**src/hdl/cbr_pkg.sv**
```systemverilog
package cbr_pkg;

  // Item format: signed fixed point
  localparam int DATA_WIDTH = 32;
  localparam int FRAC_BITS  = 16;

  // Bracket bounds must also hold +/-1.0 when the fraction is wide
  localparam int BW    = (DATA_WIDTH > FRAC_BITS + 2) ? DATA_WIDTH : FRAC_BITS + 2;
  localparam int MW    = BW;
  localparam int SQW   = 2 * MW;
  localparam int CUBEW = 3 * MW;
  localparam int XSW   = MW + 2 * FRAC_BITS;
  localparam int CMPW  = (CUBEW > XSW) ? CUBEW : XSW;

  // Tolerance register
  localparam int TOL_W = 17;
  localparam logic [TOL_W-1:0] TOL_RST = TOL_W'(655);

  // Multiplier operand selection
  localparam logic [1:0] MUL_SQ = 2'd0;
  localparam logic [1:0] MUL_LO = 2'd1;
  localparam logic [1:0] MUL_HI = 2'd2;

  typedef struct packed {
    logic       load;
    logic       mid_load;
    logic       mul_en;
    logic [1:0] mul_sel;
    logic       update;
    logic       finish;
  } cbr_cmd_t;

  typedef struct packed {
    logic go;
  } cbr_stat_t;

endpackage

```
**src/hdl/cbr_if.sv**
```systemverilog
interface cbr_in_if;
  import cbr_pkg::*;
  logic                         valid;
  logic                         ready;
  logic signed [DATA_WIDTH-1:0] value;
  modport source (output valid, output value, input ready);
  modport sink (input valid, input value, output ready);
endinterface

interface cbr_out_if;
  import cbr_pkg::*;
  logic                         valid;
  logic                         ready;
  logic signed [DATA_WIDTH-1:0] root;
  modport source (output valid, output root, input ready);
  modport sink (input valid, input root, output ready);
endinterface

```
**src/hdl/cbr_dp.sv**
```systemverilog
module cbr_dp (
  input  logic                                clk,
  input  logic                                rst_n,
  input  cbr_pkg::cbr_cmd_t                   cmd,
  output cbr_pkg::cbr_stat_t                  stat,
  input  logic                                cfg_we,
  input  logic [cbr_pkg::TOL_W-1:0]           cfg_wdata,
  input  logic signed [cbr_pkg::DATA_WIDTH-1:0] in_value,
  output logic signed [cbr_pkg::DATA_WIDTH-1:0] root
);
  import cbr_pkg::*;

  localparam logic signed [BW-1:0] ONE_Q     = BW'(1 << FRAC_BITS);
  localparam logic signed [BW-1:0] NEG_ONE_Q = -ONE_Q;

  logic [TOL_W-1:0]             tol_r;
  logic signed [BW-1:0]         x_r;
  logic [MW-1:0]                magx_r;
  logic signed [BW-1:0]         left_r;
  logic signed [BW-1:0]         right_r;
  logic signed [BW-1:0]         mid_r;
  logic [MW-1:0]                mag_r;
  logic [SQW-1:0]               sq_r;
  logic [SQW-1:0]               lo_r;
  logic [SQW-1:0]               hi_r;
  logic signed [DATA_WIDTH-1:0] root_r;

  logic signed [BW-1:0] x_ext_c;
  logic signed [BW-1:0] left_c;
  logic signed [BW-1:0] right_c;
  logic [MW-1:0]        magx_c;
  logic signed [BW:0]   sum_c;
  logic signed [BW-1:0] mid_c;
  logic [MW-1:0]        mag_c;
  logic [BW:0]          diff_c;
  logic [TOL_W-1:0]     tol_eff_c;
  logic [MW-1:0]        mul_a_c;
  logic [SQW-1:0]       prod_c;
  logic [CMPW-1:0]      cube_c;
  logic [CMPW-1:0]      xs_c;
  logic                 mid_neg_c;
  logic                 x_neg_c;
  logic                 above_c;

  // Initial bracket [min(-1,x), max(1,x)]
  assign x_ext_c = BW'(in_value);
  assign left_c  = (x_ext_c < NEG_ONE_Q) ? x_ext_c : NEG_ONE_Q;
  assign right_c = (x_ext_c > ONE_Q) ? x_ext_c : ONE_Q;
  assign magx_c  = x_ext_c[BW-1] ? MW'(~x_ext_c + 1'b1) : MW'(x_ext_c);

  // Midpoint, rounded toward minus infinity
  assign sum_c = {left_r[BW-1], left_r} + {right_r[BW-1], right_r};
  assign mid_c = sum_c[BW:1];
  assign mag_c = mid_c[BW-1] ? MW'(~mid_c + 1'b1) : MW'(mid_c);

  // Keep bisecting while the bracket is wider than the tolerance
  assign diff_c    = {right_r[BW-1], right_r} - {left_r[BW-1], left_r};
  assign tol_eff_c = (tol_r == '0) ? TOL_W'(1) : tol_r;
  assign stat.go   = diff_c > (BW + 1)'(tol_eff_c);

  // Shared multiplier: square, then low and high halves times the magnitude
  always_comb begin
    unique case (cmd.mul_sel)
      MUL_SQ:  mul_a_c = mag_r;
      MUL_LO:  mul_a_c = sq_r[MW-1:0];
      MUL_HI:  mul_a_c = sq_r[SQW-1:MW];
      default: mul_a_c = mag_r;
    endcase
  end
  assign prod_c = SQW'(mul_a_c) * SQW'(mag_r);

  // Compare mid^3 against x scaled to the cube's fraction
  assign cube_c    = (CMPW'(hi_r) << MW) + CMPW'(lo_r);
  assign xs_c      = CMPW'(magx_r) << (2 * FRAC_BITS);
  assign mid_neg_c = mid_r[BW-1];
  assign x_neg_c   = x_r[BW-1];

  always_comb begin
    priority if (!mid_neg_c && x_neg_c) begin
      above_c = 1'b1;
    end else if (mid_neg_c && !x_neg_c) begin
      above_c = 1'b0;
    end else if (mid_neg_c) begin
      above_c = cube_c < xs_c;
    end else begin
      above_c = cube_c > xs_c;
    end
  end

  // Tolerance register
  always_ff @(posedge clk) begin
    if (!rst_n) begin
      tol_r <= TOL_RST;
    end else if (cfg_we) begin
      tol_r <= cfg_wdata;
    end
  end

  // Bracket, midpoint and products
  always_ff @(posedge clk) begin
    if (cmd.load) begin
      x_r     <= x_ext_c;
      magx_r  <= magx_c;
      left_r  <= left_c;
      right_r <= right_c;
    end else if (cmd.update) begin
      if (above_c) begin
        right_r <= mid_r;
      end else begin
        left_r <= mid_r;
      end
    end
    if (cmd.mid_load) begin
      mid_r <= mid_c;
      mag_r <= mag_c;
    end
    if (cmd.mul_en && cmd.mul_sel == MUL_SQ) begin
      sq_r <= prod_c;
    end
    if (cmd.mul_en && cmd.mul_sel == MUL_LO) begin
      lo_r <= prod_c;
    end
    if (cmd.mul_en && cmd.mul_sel == MUL_HI) begin
      hi_r <= prod_c;
    end
    if (cmd.finish) begin
      root_r <= mid_r[DATA_WIDTH-1:0];
    end
  end

  assign root = root_r;

  // The updated bound is the midpoint just tested
  a_update_takes_mid: assert property (@(posedge clk) disable iff (!rst_n)
    cmd.update |=> (left_r == $past(mid_r) || right_r == $past(mid_r)))
    else $error("bound update did not take the midpoint");

  // A midpoint never leaves the bracket
  a_mid_in_bracket: assert property (@(posedge clk) disable iff (!rst_n)
    cmd.mid_load |=> (mid_r >= left_r && mid_r <= right_r))
    else $error("midpoint outside bracket");

  // The bracket stays ordered whenever a midpoint is taken
  a_bracket_ordered: assert property (@(posedge clk) disable iff (!rst_n)
    cmd.mid_load |-> left_r <= right_r)
    else $error("bracket bounds out of order");

endmodule

```
**src/hdl/cbr_ctrl.sv**
```systemverilog
module cbr_ctrl (
  input  logic               clk,
  input  logic               rst_n,
  input  logic               in_valid,
  output logic               in_ready,
  output logic               out_valid,
  input  logic               out_ready,
  input  cbr_pkg::cbr_stat_t stat,
  output cbr_pkg::cbr_cmd_t  cmd
);
  import cbr_pkg::*;

  localparam logic [2:0] S_IDLE  = 3'd0;
  localparam logic [2:0] S_START = 3'd1;
  localparam logic [2:0] S_CHECK = 3'd2;
  localparam logic [2:0] S_SQ    = 3'd3;
  localparam logic [2:0] S_LO    = 3'd4;
  localparam logic [2:0] S_HI    = 3'd5;
  localparam logic [2:0] S_CMP   = 3'd6;
  localparam logic [2:0] S_DONE  = 3'd7;

  logic [2:0] state_r;
  logic [2:0] state_nxt;
  logic       out_valid_r;

  assign in_ready  = (state_r == S_IDLE);
  assign out_valid = out_valid_r;

  // Load, bisection steps (midpoint, square, two partial cubes, compare), finish
  always_comb begin
    cmd       = '0;
    state_nxt = state_r;
    unique case (state_r)
      S_IDLE: begin
        if (in_valid) begin
          cmd.load  = 1'b1;
          state_nxt = S_START;
        end
      end
      S_START: begin
        cmd.mid_load = 1'b1;
        state_nxt    = stat.go ? S_SQ : S_DONE;
      end
      S_CHECK: begin
        if (stat.go) begin
          cmd.mid_load = 1'b1;
          state_nxt    = S_SQ;
        end else begin
          state_nxt = S_DONE;
        end
      end
      S_SQ: begin
        cmd.mul_en  = 1'b1;
        cmd.mul_sel = MUL_SQ;
        state_nxt   = S_LO;
      end
      S_LO: begin
        cmd.mul_en  = 1'b1;
        cmd.mul_sel = MUL_LO;
        state_nxt   = S_HI;
      end
      S_HI: begin
        cmd.mul_en  = 1'b1;
        cmd.mul_sel = MUL_HI;
        state_nxt   = S_CMP;
      end
      S_CMP: begin
        cmd.update = 1'b1;
        state_nxt  = S_CHECK;
      end
      S_DONE: begin
        // Hold until the output register is free
        if (!out_valid_r || out_ready) begin
          cmd.finish = 1'b1;
          state_nxt  = S_IDLE;
        end
      end
      default: state_nxt = S_IDLE;
    endcase
  end

  always_ff @(posedge clk) begin
    if (!rst_n) begin
      state_r     <= S_IDLE;
      out_valid_r <= 1'b0;
    end else begin
      state_r <= state_nxt;
      if (cmd.finish) begin
        out_valid_r <= 1'b1;
      end else if (out_ready) begin
        out_valid_r <= 1'b0;
      end
    end
  end

  a_sq_then_lo: assert property (@(posedge clk) disable iff (!rst_n)
    state_r == S_SQ |=> state_r == S_LO)
    else $error("square not followed by low partial product");

  a_finish_shows: assert property (@(posedge clk) disable iff (!rst_n)
    cmd.finish |=> (out_valid_r && state_r == S_IDLE))
    else $error("finished item not presented");

  a_accept_starts: assert property (@(posedge clk) disable iff (!rst_n)
    (in_valid && in_ready) |=> state_r == S_START)
    else $error("accepted item did not start");

endmodule

```
**src/hdl/cube_root_bisection_top.sv**
```systemverilog
// Cube root by bisection, one item at a time.
// Each item runs bisection steps until the bracket fits the tolerance (none when
// the initial bracket already fits); each step needs three passes through one
// shared multiplier for the cube. A new item is taken only after the last finishes;
// a finished result may wait in its register.
// Reset (rst_n, synchronous): controller idle, no result valid, tolerance back to 655.
module cube_root_bisection_top (
  input  logic                       clk,
  input  logic                       rst_n,
  cbr_in_if.sink                     in_item,
  cbr_out_if.source                  out_item,
  input  logic                       cfg_we,
  input  logic [cbr_pkg::TOL_W-1:0]  cfg_wdata
);
  import cbr_pkg::*;

  cbr_cmd_t  cmd;
  cbr_stat_t stat;

  // Sequence the steps
  cbr_ctrl u_ctrl (
    .clk       (clk),
    .rst_n     (rst_n),
    .in_valid  (in_item.valid),
    .in_ready  (in_item.ready),
    .out_valid (out_item.valid),
    .out_ready (out_item.ready),
    .stat      (stat),
    .cmd       (cmd)
  );

  // Bracket, multiplier and compare
  cbr_dp u_dp (
    .clk       (clk),
    .rst_n     (rst_n),
    .cmd       (cmd),
    .stat      (stat),
    .cfg_we    (cfg_we),
    .cfg_wdata (cfg_wdata),
    .in_value  (in_item.value),
    .root      (out_item.root)
  );

endmodule
```
**src/flat_wrapper.sv**
```systemverilog
// flat-port wrapper written by rule: the top's interface ports become plain ports
module cube_root_bisection_top_flat import cbr_pkg::*;
  (clk, rst_n, cfg_we, cfg_wdata, in_item_valid, in_item_value, in_item_ready, out_item_valid, out_item_root, out_item_ready);
  cbr_in_if in_item_i ();
  cbr_out_if out_item_i ();
  input  logic clk;
  input  logic rst_n;
  input  logic cfg_we;
  input  logic [cbr_pkg::TOL_W-1:0] cfg_wdata;
  input wire logic [$bits(in_item_i.valid)-1:0] in_item_valid;
  input wire logic [$bits(in_item_i.value)-1:0] in_item_value;
  output wire logic [$bits(in_item_i.ready)-1:0] in_item_ready;
  output wire logic [$bits(out_item_i.valid)-1:0] out_item_valid;
  output wire logic [$bits(out_item_i.root)-1:0] out_item_root;
  input wire logic [$bits(out_item_i.ready)-1:0] out_item_ready;
  assign in_item_i.valid = in_item_valid;
  assign in_item_i.value = in_item_value;
  assign in_item_ready = in_item_i.ready;
  assign out_item_valid = out_item_i.valid;
  assign out_item_root = out_item_i.root;
  assign out_item_i.ready = out_item_ready;
  cube_root_bisection_top u_core (.clk(clk), .rst_n(rst_n), .in_item(in_item_i), .out_item(out_item_i), .cfg_we(cfg_we), .cfg_wdata(cfg_wdata));
endmodule
```
**config.mk**
```make
export PLATFORM = sky130hd
export DESIGN_NAME = cube_root_bisection_top_flat
export DESIGN_NICKNAME = d
export VERILOG_FILES = /design/src/hdl/cbr_pkg.sv /design/src/hdl/cbr_if.sv /design/src/hdl/cbr_dp.sv /design/src/hdl/cbr_ctrl.sv /design/src/hdl/cube_root_bisection_top.sv /design/src/flat_wrapper.sv
export SDC_FILE = /design/constraint.sdc
export NUM_CORES = 2
export LEC_CHECK = 0
export BUFFER_PORTS_ARGS = -buffer_cell sky130_fd_sc_hd__buf_2
export CAP_MARGIN = 5
export CORE_MARGIN = 10
export CORE_UTILIZATION = 45
export DETAILED_ROUTE_END_ITERATION = 7
export GPL_TIMING_DRIVEN = 0
export SYNTH_ARGS = -nofsm -noshare
export SYNTH_HDL_FRONTEND = slang
export SYNTH_SLANG_ARGS = --single-unit
```
**constraint.sdc**
```tcl
create_clock -name clk -period 13 [get_ports clk]
set_input_delay 0 -clock clk [delete_from_list [all_inputs] [get_ports clk]]
set_output_delay 0 -clock clk [all_outputs]
set_load 0.02 [all_outputs]
```
==> out/results.ini <==
[status]
outcome=finished, final reports clean

[sta]
fin_hold_ws_ns=0.0194
fin_crit_ns=12.65
finalCritPeriodShare_pct=97.3
fmax_mhz=79.1
worst-slew-pin-transition_ns=1.41
totalNegativeSetupSlack_ns=0
finalMaxSlewViolations=0
finalSetupViolations=0
hold_viol_final=0
worst_slew_margin_rel_pct=5.52
clock-skew-final_ns=0.0647

[clocking]
cts.root.buffer_cell=sky130_fd_sc_hd__clkbuf_16
htree_levels=2
cts.clk_slew.worst_paths_ns=0.06
cts_tree=yes
clock_latency_reported_for_the_late_side_of_the_worst_skew_pair_ns=0.64
cts.path.max_buffers=3
num_cts_buffers=46
clkSinkCount=405

[place]
port-buffer-count=82
hpwlAfterDp_um=168000
globalplace.congestion=1.00

[worst_setup_path]
cpMostUsedCell=sky130_fd_sc_hd__fa_1
register_to_register_setup_slack_ns=0.35
critPathLaunchType=flop
required_time_of_the_worst_setup_path_ns=13.37
critical-path-top-delay-family=adder cells
critPathCapture=u_core.u_dp.hi_r[62]
r2r-end=u_core.u_dp.hi_r[62]
cpMaxStageDelayCell=sky130_fd_sc_hd__clkbuf_1
worstSetupEndpointType=flop
timing.critical_path.fanout_max=10
timing_worst_setup_path_type=flop to flop
worstPathBufferInverterCount=8
timing.critical_path.from=u_core.u_ctrl.state_r[2]
r2r_start=u_core.u_ctrl.state_r[2]
reg2regPathDepth=32
slowest_delay_ns=0.86
cp_num_cells=32
cp_arrival_ns=13.01

[synth]
synthesis.nets=7163
synthArstFlopShare_pct=0
synthMostInstantiatedCell=sky130_fd_sc_hd__inv_1
synth_area_sq_mm=0.0561
syn_area_per_cell_sq_um=9.68
syn-instance-count=5793
synth_top_area_share_pct=32.1
synthTopCellsByArea=sky130_fd_sc_hd__fa_1 32%, sky130_fd_sc_hd__edfxtp_1 21%, sky130_fd_sc_hd__ha_1 9.3%
synth_seq_cells=405
cell_type_contributing_the_most_total_cell_area_after_synthesis=sky130_fd_sc_hd__fa_1
synth_common_cells=1,012 x sky130_fd_sc_hd__inv_1, 899 x sky130_fd_sc_hd__fa_1, 660 x sky130_fd_sc_hd__nand2_1
synth_seq_area_share_pct=21.3
synthFlopType=sky130_fd_sc_hd__edfxtp_1
synth_edf_count=384
synth_cell_type_count=89
synthesis.yosys.warnings=0

[floorplan]
die_area_sq_mm=0.139
floorplan.core_area_sq_mm=0.124
die_width_um=373
top_level_ports=88
rows=129
initial_utilization_pct=45.3
die-height_um=373

[global_routing]
grt_max_degree=65
antenna_found_initial=29
grtUsageTotal_pct=28.7
vias_in_the_first_global_route=44600
grt_overflow=0
grt_pass1_wl_um=297000

[finish]
drive_above_1_share_pct=3.85
final_net_count=7378
number_of_filler_instances_in_the_final_layout=11700
layout-area-overhead-vs-synth_pct=9.22

[routing]
num_vias=43800
drcViolationCount=0
route.detailed.wl_per_inst_um=26.5
final_antenna_net_count=0
drtPass1Iterations=5
drt_iter0_markers=3956
postRouteWirelength_um=203000
route.detailed.vias_per_inst=5.69

[flow_run]
cap_violations=0

[min_path]
worst_hold_path_type=primary input to flop

## repair_timing
action                                  4_1_cts  5_1_grt
hold buffers                                 75        0
buffers inserted                              0        0
hold endpoints to repair                    104        0
resized for setup                             8       14
endpoints found under the setup margin       22       29
## flip-flops by register name, indices dropped and copies added (netlist names)
| signal | flops |
|---|---|
| u_core.u_dp.x_r | 2 |
| u_core.u_dp.lo_r | 64 |
| u_core.u_dp.tol_r | 17 |
| u_core.u_ctrl.out_valid | 1 |
| u_core.u_dp.sq_r | 64 |
| u_core.u_dp.mid_r | 32 |
| u_core.u_dp.root | 32 |
| u_core.u_dp.left_r | 32 |
| u_core.u_dp.magx_r | 31 |
| u_core.u_dp.right_r | 32 |
| u_core.u_dp.hi_r | 64 |
| u_core.u_dp.mag_r | 31 |
| u_core.u_ctrl.state_r | 3 |
## how the worst min path moves through the flow
stage                            from                      to  slack, ns  cells after the start
floorplan            in_item_value[0]      u_core.u_dp.x_r[0]        0.1                      0
global placement         cfg_wdata[0]    u_core.u_dp.tol_r[0]       0.22                      3
detailed placement       cfg_wdata[1]    u_core.u_dp.tol_r[1]       0.22                      3
CTS                 in_item_value[21]  u_core.u_dp.magx_r[21]      0.006                      2
global route        in_item_value[21]  u_core.u_dp.magx_r[21]       0.07                      2
finish              in_item_value[21]  u_core.u_dp.magx_r[21]       0.02                      2
## cells in the final DEF, fill, tap and decap left out, types with 46 or more instances in the layout
cell	n
sky130_fd_sc_hd__dlygate4sd3_1	75
sky130_fd_sc_hd__buf_2	94
sky130_fd_sc_hd__clkbuf_16	46
sky130_fd_sc_hd__and2_1	607
sky130_fd_sc_hd__edfxtp_1	384
sky130_fd_sc_hd__a21oi_1	217
sky130_fd_sc_hd__a21o_1	51
sky130_fd_sc_hd__clkbuf_1	265
sky130_fd_sc_hd__o21a_1	46
sky130_fd_sc_hd__xnor2_1	148
sky130_fd_sc_hd__nor3_1	61
sky130_fd_sc_hd__inv_1	1012
sky130_fd_sc_hd__o21ai_0	142
sky130_fd_sc_hd__ha_1	415
sky130_fd_sc_hd__nand4_1	64
sky130_fd_sc_hd__xor2_1	47
sky130_fd_sc_hd__nand3_1	49
sky130_fd_sc_hd__fa_1	899
sky130_fd_sc_hd__nand2_1	660
sky130_fd_sc_hd__nor2_1	146
## per-stage QoR
| stage | area [sq um] | instances | setup WS (ns) | utilization [%] |
|---|---|---|---|---|
| floorplan | 56100 | 5793 | 3.46 | - |
| global placement | 58600 | 7512 | -0.00499 | 47.3 |
| detailed placement | 58800 | 7522 | -0.215 | 47.5 |
| CTS | 61200 | 7682 | 0.0508 | 49.5 |
| global route | 61300 | 7686 | -0.00141 | 49.5 |
| finish | 61300 | 7692 | 0.353 | 49.5 |
## metal layers
layer / track usage (%) / up-vias / wire (um)
met1: 36.2 / 22300 / 78800
met3: 4.83 / 471 / 16500
met2: 47.6 / 2011 / 95700
met4: 14.4 / 8 / 12300
met5: 0 / - / 57
li1: - / 19000 / -
## cells by family (layout without fill, tap and decap cells)
kind of cell / after synthesis / in the layout / synth area share [%]
xor+xnor: 196 / 196 / 3.06
fa+ha+maj: 1316 / 1316 / 41.4
other cells: 0 / 10 / 0
mux: 21 / 21 / 0.381
flops: 405 / 405 / 21.3
compound gates: 755 / 755 / 8.74
simple gates: 1793 / 1793 / 16.3
buf+inv: 1307 / 1559 / 8.79
## final cells by class
class,instances,area (sq um),share of cell area (%)
clock inverter,34,452,0.737
multi-input combinational,4081,39300,64.2
timing repair buffer,167,1360,2.22
inverter,1016,3810,6.22
clock buffer,51,1170,1.91
antenna,10,25.0,0.0408
sequential,405,12000,19.5
tap,1637,2050,3.34
buffer,291,1150,1.87
Power is left out: the tool's default activity adds up to more than one toggle a clock period on the data nets, which glitch-free logic cannot reach.
